## src/qsp_pkg.sv

```systemverilog
// Shared types and constants of the query string pair parser.
// Used by the front, back, top level and checker; no dependencies.
`timescale 1ns / 1ps

package qsp_pkg;

   localparam int TOK_DEPTH = 2;
   localparam int TOK_PTR_W = $clog2(TOK_DEPTH);
   localparam int RSP_DEPTH = 2;
   localparam int RSP_PTR_W = $clog2(RSP_DEPTH);

   localparam logic [7:0] CHAR_PERCENT = 8'h25;
   localparam logic [7:0] CHAR_EQUALS  = 8'h3d;
   localparam logic [7:0] CHAR_AMP     = 8'h26;
   localparam logic [7:0] MAX_PAIRS_RESET = 8'd16;

   typedef enum logic [1:0] {
      KIND_KEY      = 2'd0,
      KIND_VALUE    = 2'd1,
      KIND_PAIR_END = 2'd2,
      KIND_DONE     = 2'd3
   } out_kind_type;

   typedef struct packed {
      logic       kind;
      logic [7:0] char_byte;
   } req_type;

   typedef struct packed {
      out_kind_type out_kind;
      logic [7:0]   out_byte;
      logic [7:0]   pair_index;
      logic [7:0]   value_length;
      logic         has_value;
      logic         bad_escape;
      logic         string_done;
   } rsp_type;

   // Classified byte handed from front to back.
   typedef struct packed {
      logic       end_str;
      logic       is_amp;
      logic       is_pct;
      logic       is_eq;
      logic       hex_ok;
      logic [3:0] nibble;
      logic [7:0] char_byte;
   } token_type;

endpackage

```

## src/qsp_front.sv

```systemverilog
// Front end: takes request beats, classifies each byte and queues the token.
// Depends on qsp_pkg.
`timescale 1ns / 1ps

module qsp_front import qsp_pkg::*; (
   input  logic      clock,
   input  logic      reset,
   input  logic      req_push,
   output logic      req_full,
   input  req_type   req_data,
   input  logic      tok_pop,
   output logic      tok_valid,
   output token_type tok_data
);

   token_type              tok_mem_ff [TOK_DEPTH];
   logic [TOK_PTR_W-1:0]   wr_ptr_ff, wr_ptr_in;
   logic [TOK_PTR_W-1:0]   rd_ptr_ff, rd_ptr_in;
   logic [TOK_PTR_W:0]     count_ff, count_in;
   logic                   push_fire;
   logic                   pop_fire;
   token_type              tok_new;

   function automatic logic [4:0] hex_decode(input logic [7:0] c);
      logic [4:0] r;
      r = 5'b0;
      if (c inside {[8'h30:8'h39]}) begin
         r = {1'b1, 4'(c - 8'h30)};
      end else if (c inside {[8'h61:8'h66]}) begin
         r = {1'b1, 4'(c - 8'h57)};
      end else if (c inside {[8'h41:8'h46]}) begin
         r = {1'b1, 4'(c - 8'h37)};
      end
      return r;
   endfunction

   always_comb begin
      tok_new.end_str   = req_data.kind || (req_data.char_byte == 8'h00);
      tok_new.is_amp    = (req_data.char_byte == CHAR_AMP);
      tok_new.is_pct    = (req_data.char_byte == CHAR_PERCENT);
      tok_new.is_eq     = (req_data.char_byte == CHAR_EQUALS);
      {tok_new.hex_ok, tok_new.nibble} = hex_decode(req_data.char_byte);
      tok_new.char_byte = req_data.char_byte;
   end

   assign req_full  = (count_ff == (TOK_PTR_W+1)'(TOK_DEPTH));
   assign tok_valid = (count_ff != '0);
   assign tok_data  = tok_mem_ff[rd_ptr_ff];
   assign push_fire = req_push && !req_full;
   assign pop_fire  = tok_pop && tok_valid;

   always_comb begin
      wr_ptr_in = push_fire ? wr_ptr_ff + 1'b1 : wr_ptr_ff;
      rd_ptr_in = pop_fire ? rd_ptr_ff + 1'b1 : rd_ptr_ff;
      count_in  = count_ff + (TOK_PTR_W+1)'(push_fire) - (TOK_PTR_W+1)'(pop_fire);
   end

   always_ff @(posedge clock) begin
      if (reset) begin
         wr_ptr_ff <= '0;
         rd_ptr_ff <= '0;
         count_ff  <= '0;
      end else begin
         wr_ptr_ff <= wr_ptr_in;
         rd_ptr_ff <= rd_ptr_in;
         count_ff  <= count_in;
      end
   end

   always_ff @(posedge clock) begin
      if (push_fire) begin
         tok_mem_ff[wr_ptr_ff] <= tok_new;
      end
   end

endmodule

```

## src/qsp_back.sv

```systemverilog
// Back end: pair parser state machine, limit register and result queue.
// Depends on qsp_pkg; fed tokens by qsp_front.
`timescale 1ns / 1ps

module qsp_back import qsp_pkg::*; (
   input  logic      clock,
   input  logic      reset,
   input  logic      csr_write,
   input  logic [7:0] csr_data,
   input  logic      tok_valid,
   output logic      tok_pop,
   input  token_type tok_data,
   output logic      rsp_empty,
   input  logic      rsp_pop,
   output rsp_type   rsp_data
);

   typedef enum logic [4:0] {
      PH_KEY   = 5'b00001,
      PH_VALUE = 5'b00010,
      PH_ESC1  = 5'b00100,
      PH_ESC2  = 5'b01000,
      PH_SKIP  = 5'b10000
   } phase_type;

   phase_type  phase_ff, phase_in;
   logic [3:0] high_nibble_ff, high_nibble_in;
   logic [7:0] pair_count_ff, pair_count_in;
   logic [7:0] value_count_ff, value_count_in;
   logic       seen_equals_ff, seen_equals_in;
   logic       escape_failed_ff, escape_failed_in;
   logic [7:0] max_pairs_ff, max_pairs_in;

   rsp_type              rsp_mem_ff [RSP_DEPTH];
   logic [RSP_PTR_W-1:0] wr_ptr_ff, wr_ptr_in;
   logic [RSP_PTR_W-1:0] rd_ptr_ff, rd_ptr_in;
   logic [RSP_PTR_W:0]   count_ff, count_in;

   logic    step;
   logic    emit;
   logic    limited;
   logic    rsp_pop_fire;
   logic    rsp_can_push;
   rsp_type res;
   rsp_type pair_end;

   assign rsp_empty    = (count_ff == '0);
   assign rsp_data     = rsp_mem_ff[rd_ptr_ff];
   assign rsp_pop_fire = rsp_pop && !rsp_empty;
   // room is freed by a pop in the same cycle
   assign rsp_can_push = (count_ff != (RSP_PTR_W+1)'(RSP_DEPTH)) || rsp_pop_fire;
   assign step         = tok_valid && rsp_can_push;
   assign tok_pop      = step;
   assign limited      = (pair_count_ff >= max_pairs_ff);

   always_comb begin
      pair_end.out_kind     = KIND_PAIR_END;
      pair_end.out_byte     = 8'h00;
      pair_end.pair_index   = pair_count_ff;
      pair_end.value_length = value_count_ff;
      pair_end.has_value    = seen_equals_ff;
      pair_end.bad_escape   = escape_failed_ff || (phase_ff == PH_ESC1)
                              || (phase_ff == PH_ESC2);
      pair_end.string_done  = 1'b0;
   end

   always_comb begin
      emit             = 1'b0;
      res              = '0;
      res.pair_index   = pair_count_ff;
      phase_in         = phase_ff;
      high_nibble_in   = high_nibble_ff;
      pair_count_in    = pair_count_ff;
      value_count_in   = value_count_ff;
      seen_equals_in   = seen_equals_ff;
      escape_failed_in = escape_failed_ff;
      max_pairs_in     = csr_write ? csr_data : max_pairs_ff;

      if (tok_data.end_str || (!limited && tok_data.is_amp)) begin
         emit = 1'b1;
         if (tok_data.end_str && limited) begin
            res.out_kind    = KIND_DONE;
            res.string_done = 1'b1;
         end else begin
            res             = pair_end;
            res.string_done = tok_data.end_str;
         end
         // end of string restarts the count, a separator advances it
         pair_count_in    = tok_data.end_str ? 8'h00 : pair_count_ff + 8'd1;
         phase_in         = PH_KEY;
         high_nibble_in   = 4'h0;
         value_count_in   = 8'h00;
         seen_equals_in   = 1'b0;
         escape_failed_in = 1'b0;
      end else if (!limited) begin
         case (phase_ff)
            PH_VALUE: begin
               if (tok_data.is_pct) begin
                  phase_in = PH_ESC1;
               end else begin
                  emit           = 1'b1;
                  res.out_kind   = KIND_VALUE;
                  res.out_byte   = tok_data.char_byte;
                  value_count_in = value_count_ff + 8'd1;
               end
            end
            PH_ESC1: begin
               if (tok_data.hex_ok) begin
                  high_nibble_in = tok_data.nibble;
                  phase_in       = PH_ESC2;
               end else begin
                  escape_failed_in = 1'b1;
                  phase_in         = PH_SKIP;
               end
            end
            PH_ESC2: begin
               if (tok_data.hex_ok) begin
                  emit           = 1'b1;
                  res.out_kind   = KIND_VALUE;
                  res.out_byte   = {high_nibble_ff, tok_data.nibble};
                  value_count_in = value_count_ff + 8'd1;
                  phase_in       = PH_VALUE;
               end else begin
                  escape_failed_in = 1'b1;
                  phase_in         = PH_SKIP;
               end
            end
            PH_SKIP: begin
               // drop the rest of the value
            end
            default: begin
               if (tok_data.is_eq) begin
                  seen_equals_in = 1'b1;
                  phase_in       = PH_VALUE;
               end else begin
                  emit         = 1'b1;
                  res.out_kind = KIND_KEY;
                  res.out_byte = tok_data.char_byte;
               end
            end
         endcase
      end
   end

   always_comb begin
      wr_ptr_in = (step && emit) ? wr_ptr_ff + 1'b1 : wr_ptr_ff;
      rd_ptr_in = rsp_pop_fire ? rd_ptr_ff + 1'b1 : rd_ptr_ff;
      count_in  = count_ff + (RSP_PTR_W+1)'(step && emit)
                  - (RSP_PTR_W+1)'(rsp_pop_fire);
   end

   always_ff @(posedge clock) begin
      if (reset) begin
         phase_ff         <= PH_KEY;
         high_nibble_ff   <= 4'h0;
         pair_count_ff    <= 8'h00;
         value_count_ff   <= 8'h00;
         seen_equals_ff   <= 1'b0;
         escape_failed_ff <= 1'b0;
         max_pairs_ff     <= MAX_PAIRS_RESET;
         wr_ptr_ff        <= '0;
         rd_ptr_ff        <= '0;
         count_ff         <= '0;
      end else begin
         max_pairs_ff <= max_pairs_in;
         wr_ptr_ff    <= wr_ptr_in;
         rd_ptr_ff    <= rd_ptr_in;
         count_ff     <= count_in;
         if (step) begin
            phase_ff         <= phase_in;
            high_nibble_ff   <= high_nibble_in;
            pair_count_ff    <= pair_count_in;
            value_count_ff   <= value_count_in;
            seen_equals_ff   <= seen_equals_in;
            escape_failed_ff <= escape_failed_in;
         end
      end
   end

   always_ff @(posedge clock) begin
      if (step && emit) begin
         rsp_mem_ff[wr_ptr_ff] <= res;
      end
   end

endmodule

```

## src/query_string_pair_parser.sv

```systemverilog
// Query string pair parser: one query string byte per beat in, key bytes,
// decoded value bytes and pair ends out. Throughput is one byte per cycle
// while the result queue has room, set by the back-end parser's state update.
// A byte is registered in the token queue, and its result, if any, is then
// registered in the result queue that drives the rsp ports. Synchronous reset
// empties both queues, clears the parser and sets max_pairs to 16.
`timescale 1ns / 1ps

module query_string_pair_parser import qsp_pkg::*; (
   input  logic       clock,
   input  logic       reset,
   input  logic       req_push,
   output logic       req_full,
   input  req_type    req_data,
   output logic       rsp_empty,
   input  logic       rsp_pop,
   output rsp_type    rsp_data,
   input  logic       csr_valid,
   output logic       csr_ready,
   input  logic [7:0] csr_data
);

   logic      tok_valid;
   logic      tok_pop;
   token_type tok_data;

   assign csr_ready = 1'b1;

   qsp_front u_front (
      .clock     (clock),
      .reset     (reset),
      .req_push  (req_push),
      .req_full  (req_full),
      .req_data  (req_data),
      .tok_pop   (tok_pop),
      .tok_valid (tok_valid),
      .tok_data  (tok_data)
   );

   qsp_back u_back (
      .clock     (clock),
      .reset     (reset),
      .csr_write (csr_valid && csr_ready),
      .csr_data  (csr_data),
      .tok_valid (tok_valid),
      .tok_pop   (tok_pop),
      .tok_data  (tok_data),
      .rsp_empty (rsp_empty),
      .rsp_pop   (rsp_pop),
      .rsp_data  (rsp_data)
   );

endmodule

```

## config.mk

```make
export PLATFORM = sky130hd
export DESIGN_NAME = query_string_pair_parser
export DESIGN_NICKNAME = d
export VERILOG_FILES = /design/src/qsp_pkg.sv /design/src/qsp_front.sv /design/src/qsp_back.sv /design/src/query_string_pair_parser.sv
export SDC_FILE = /design/constraint.sdc
export NUM_CORES = 1
export LEC_CHECK = 0
export BUFFER_PORTS_ARGS = -buffer_cell sky130_fd_sc_hd__buf_2
export CORE_MARGIN = 3
export CORE_UTILIZATION = 49
export CTS_BUF_LIST = sky130_fd_sc_hd__clkbuf_4 sky130_fd_sc_hd__clkbuf_8
export DETAILED_ROUTE_END_ITERATION = 8
export GPL_TIMING_DRIVEN = 0
export PLACE_DENSITY = 0.71
export REMOVE_ABC_BUFFERS = 1
export SKIP_CTS_REPAIR_TIMING = 1
export SLEW_MARGIN = 40
export SYNTH_ARGS = -nofsm -noshare
export SYNTH_HDL_FRONTEND = slang
export SYNTH_HIERARCHICAL = 1
export SYNTH_SLANG_ARGS = --single-unit
```

## constraint.sdc

```tcl
create_clock -name clock -period 3.3 [get_ports clock]
set_input_delay 0.495 -clock clock [delete_from_list [all_inputs] [get_ports clock]]
set_output_delay 0.495 -clock clock [all_outputs]
set_load 0.005 [all_outputs]
```

# Word-level counts from Yosys, hierarchy flattened
# Memory sizes are Yosys's and may differ from the RTL's. A register that Yosys moved wholly into a read port is not among the register bits.
# Cells that the tools add are included.
dict set report classes {
  reduce_logical 36
  order_cmp 7
  n_eq_ne 16
  n_addsub 13
  n_mux 52
}
# operator n
set op_table {}
lappend op_table {{2-to-1 mux 8 bit} 6}
lappend op_table {{2-to-1 mux 5 bit} 9}
lappend op_table {{2-to-1 mux 10 bit} 3}
lappend op_table {{one-hot mux 10 bit (3 select lines)} 1}
lappend op_table {{equality test 8 x 6 -> 1 bit, second input constant} 3}
lappend op_table {{2-to-1 mux 1 bit} 23}
lappend op_table {{one-hot mux 5 bit (4 select lines)} 1}
lappend op_table {{2-to-1 mux 9 bit} 2}
lappend op_table {{adder 8 x 1 -> 8 bit, second input constant} 2}
lappend op_table {{greater-or-equal comparator 8 x 7 -> 1 bit, second input constant} 2}
lappend op_table {{less-or-equal comparator 8 x 7 -> 1 bit, second input constant} 2}
lappend op_table {{2-to-1 mux 4 bit} 4}
lappend op_table {{one-hot mux 8 bit (2 select lines)} 1}
lappend op_table {{AND reduction 4 bit} 3}
lappend op_table {{2-to-1 mux 11 bit} 1}
lappend op_table {{logical AND 1 bit} 10}
lappend op_table {{AND reduction 5 bit} 2}
lappend op_table {{nonzero test 2 bit} 5}
lappend op_table {{greater-or-equal comparator 8 x 6 -> 1 bit, second input constant} 1}
lappend op_table {{greater-or-equal comparator 8 bit} 1}
lappend op_table {{less-or-equal comparator 8 x 6 -> 1 bit, second input constant} 1}
lappend op_table {{zero test 8 bit} 1}
lappend op_table {{subtractor 4 x 3 -> 4 bit, second input constant} 2}
lappend op_table {{inequality test 2 x 1 -> 1 bit, second input constant} 3}
lappend op_table {{other kinds (21)} 35}
dict set report word_totals {
  elab_cells 139
  reg_bits 43
  mem_count 2
  mem_bits_rw 92
  output_inout_bits 32
}
# memory words word_bits rd rd_clocked_by_memory_dff write_ports line
set mem_list {}
lappend mem_list {u_back.rsp_mem_ff 2 29 1 1 1 qsp_back.sv:34} ;# rsp_type rsp_mem_ff [RSP_DEPTH];
lappend mem_list {u_front.tok_mem_ff 2 17 1 1 1 qsp_front.sv:16} ;# token_type tok_mem_ff [TOK_DEPTH];

# Longest topological paths before layout
dict set report logic_depth {
  ltp_word 8
  ltp_mapped 12
  ltp_nobuf 12
}

# Modules after synthesis
# Netlist, hierarchy kept.
# mod area_each_um2 instances cells_each
set modules_own_cells {}
lappend modules_own_cells {qsp_back 4650.7 1 406}
lappend modules_own_cells {qsp_front 1710.4 1 113}
lappend modules_own_cells {query_string_pair_parser 11.3 1 2}

# Worst setup path before layout
# OpenSTA, ideal clock, no wires.
dict set report synth_path {
  kind {register to register}
  start {register (tool-made name)}
  end {memory u_back/rsp_mem_ff[0][0] (netlist bit), enable pin}
  stages_incl_launch_ff 8
  n_path_buf 1
  t_arrival_ns 2.970
  required_time_ns 2.885
  setup_time_ns 0.415
  slack_ns -0.085
  period_less_slack_ns 3.385
  cell_sequence {dfxtp_1 > clkbuf_1 > mux2_2 > or3b_1 > nor2b_2 > or3_1 > o211ai_4 > nor2_1}
}
# item line
set synth_lines {}
lappend synth_lines {{end: declaration} qsp_back.sv:34}

==> results.py <==
metrics = {
    "synthesis": {
        "ys_ff_latch": 137,
        "synth_area_leaders": "edfxtp_1 43%, dfxtp_1 14%, mux2_2 8.1%",
        "synthTopCellsByCount": "92 x edfxtp_1, 46 x mux2_2, 45 x dfxtp_1",
        "async_flop_share_pct": 0,
        "synth.most_common_cell": "edfxtp_1",
        "synth_top_family_by_area": "simple AND/OR/NAND/NOR gates",
        "synth-compound-area-share_pct": 11.66,
        "synth_seq_area_share_pct": 57.49,
        "synthCells": 521,
        "synth.area.mux_share_pct": 10.25,
        "synthAdderAreaFrac_pct": 3.534,
        "synth_warnings": 6,
        "synth_top_area_share_pct": 43.35,
        "yosys.area_share.xor_xnor_pct": 0.8247,
        "yosys.area_share.simple_pct": 12.37,
        "synth_top_area_cell": "edfxtp_1",
        "synth_edf_count": 92,
        "netlist_area_um2": 6372,
        "synth.distinct_cells": 68,
        "avgSynthCellArea_um2": 12.23,
        "synth_top_flop_cell": "edfxtp_1",
    },
    "clocking": {
        "cts_tree": "yes",
        "clock-sinks": 137,
        "clk_path_buf_depth": 2,
        "cts-root-buf": "clkbuf_8",
        "htree_levels": 4,
        "clk_pin_slew_ns": 0.07,
        "clkLatencyLatePin_ns": 0.43,
        "cts_buffers": 17,
    },
    "setup_path": {
        "start_kind": "flip-flop",
        "rrSetupSlack_ns": 0.15,
        "crit_arrival_ns": 3.45,
        "critPathBufInv": 1,
        "max_stage_delay_ns": 0.49,
        "worst-path-max-fanout": 17,
        "cpMaxStageDelayCell": "dfxtp_4",
        "cp-end-kind": "flip-flop",
        "cp_top_family": "simple AND/OR/NAND/NOR gates",
        "crit_chain": "mux2_2 > or2_1 > or3_1 > o211ai_4 > ha_1 > inv_1 > ha_1 > xor2_1 > xnor2_1 > nor2_1",
        "cp_common_cell": "ha_1",
        "cp.required_ns": 3.60,
        "worstSetupPathType": "flip-flop to flip-flop",
    },
    "routing": {
        "route.detailed.vias_per_inst": 5.594,
        "vias": 4212,
        "postRouteAntennaNets": 0,
        "firstDrtPassIters": 4,
        "routed_wl_um": 12320,
        "drtIter0Drc": 220,
        "drt-wirelength-per-cell_um": 16.37,
        "drcViolationCount": 0,
    },
    "final_layout": {
        "drive_above_1_share_pct": 27.71,
        "final_cell_area_um2": 7209,
        "n_antenna_cell": 0,
        "syn_to_final_growth_pct": 13.14,
        "num-fill-cells": 1050,
        "nNetsFinal": 608,
    },
    "status": {
        "status": "finished, final reports clean",
    },
    "global_route": {
        "antenna_found_initial": 0,
        "grtUsageTotal_pct": 17.63,
        "grt_pass1_wl_um": 20050,
        "first_global_vias": 4248,
        "grt-ovfl-total": 0,
        "grt_max_degree": 33,
    },
    "place": {
        "dpl.hpwl_um": 8453,
        "port_buffers": 52,
        "place_area_um2": 6795,
        "gp_congestion": 0.8438,
    },
    "die": {
        "io_pins": 54,
        "rows": 41,
        "chipHeight_um": 120.0,
        "die_area_um2": 14410,
        "die_w_um": 120.0,
        "start_util_pct": 50.29,
        "design.core.area_um2": 12670,
    },
    "power": {
        "fin_total_pwr_mw": 5.427,
        "ir_worst_vdd_v": 0.0003288,
        "power.leakage_nw": 2.640,
        "pwr_density_cell_nw_per_um2": 752.8,
    },
    "timing": {
        "max_freq_mhz": 317.3,
        "finalSetupViolations": 0,
        "skew_ns": 0.009675,
        "maxSlewHeadroom_pct": 44.33,
        "period_minus_slack_ns": 3.152,
        "slew_violations": 0,
        "rsz0062_at_grt": "false",
        "tightest_slew_ns": 0.8245,
        "hold_viol": 0,
        "period_share_pct": 95.50,
    },
    "hold_path": {
        "min_path_type": "input port to flip-flop",
    },
    "job": {
        "maxCapViolCount": 0,
    },
}
[sequential cells by signal (all words and copies together), names as in the netlist, 2 cells and up, named ones only]
signal                 cells
u_back/high_nibble_ff      4
u_back/count_ff            2
u_back/max_pairs_ff        8
u_front/count_ff           2
u_back/value_count_ff      8
u_back/rsp_mem_ff         58
u_front/tok_mem_ff        34
u_back/phase_ff            5
u_back/pair_count_ff       8
[path summary, 6_finish.rpt]
| check | from | end | depth (start not counted) |
|---|---|---|---|
| worst max-delay path | flip-flop | u_back/count_ff[1] | 10 |
| worst min-delay path | csr_data[4] | u_back/max_pairs_ff[4] | 3 |
| worst max register to register | flip-flop | u_back/count_ff[1] | 10 |
| worst min register to register | u_back/escape_failed_ff | u_back/escape_failed_ff | 2 |
[routing by layer]
metal / up-vias / GRT usage, % / wire, um
li1: 2054 / - / -
met1: 2045 / 20.88 / 5227
met2: 94 / 30.66 / 6285
met3: 19 / 4.006 / 544
met4: 0 / 7.731 / 267
met5: - / 0 / 0
[power by group]
group          switching, mW  total [mW]  internal (mW)
Combinational          0.920        1.63          0.713
Sequential             0.198        2.46           2.26
Clock                  0.625        1.34          0.714
[final cells by class]
type,count,area (um^2),area share [%]
clock inverters,12,126.4,1.753
clock buffers,20,269.0,3.731
multi-input cells,330,2510,34.81
repair buffers,54,315.3,4.373
well taps,172,215.2,2.985
flip-flops and latches,137,3669,50.89
inverters,28,105.1,1.458
[placed cells by master, fill, tap and decap left out, drive strengths merged, types with 13 or more instances in the layout]
cell type	Yosys	final
a21oi	26	26
buf	15	54
clkbuf	11	20
dfxtp	45	45
edfxtp	92	92
ha	18	18
inv	28	28
mux2	47	47
nand2	23	23
nand4	13	13
nor2	26	26
o21ai	25	25
[through the flow]
| step | std cells | setup slack, ns | hold slack (ns) | TNS (ns) | util (%) |
|---|---|---|---|---|---|
| global placement | 719 | -1.518 | 0.4397 | -90.35 | 52.96 |
| CTS | 753 | -0.2987 | 0.2658 | -5.385 | 56.75 |
| floorplan | 495 | -0.3573 | 0.4318 | -20.72 | - |
| global route | 753 | 0.009550 | 0.2681 | 0 | 56.90 |
| detailed placement | 721 | -0.4881 | 0.4527 | -7.409 | 53.63 |
| finish | 753 | 0.1485 | 0.2819 | 0 | 56.90 |
[cells by family after synthesis]
kind of cell	after synthesis
AO/OA/AOI/OAI	109
AND/OR/NAND/NOR	137
adder cells (fa/ha/maj)	18
multiplexers	59
XOR/XNOR	6
other	1
buffers and inverters	54
flip-flops	137
[tightest hold or removal path, stage by stage]
cell and delay, ns:
buf_2 0.08, nand2_1 0.04, o211ai_1 0.06
Power figures use the tool's default switching activity.
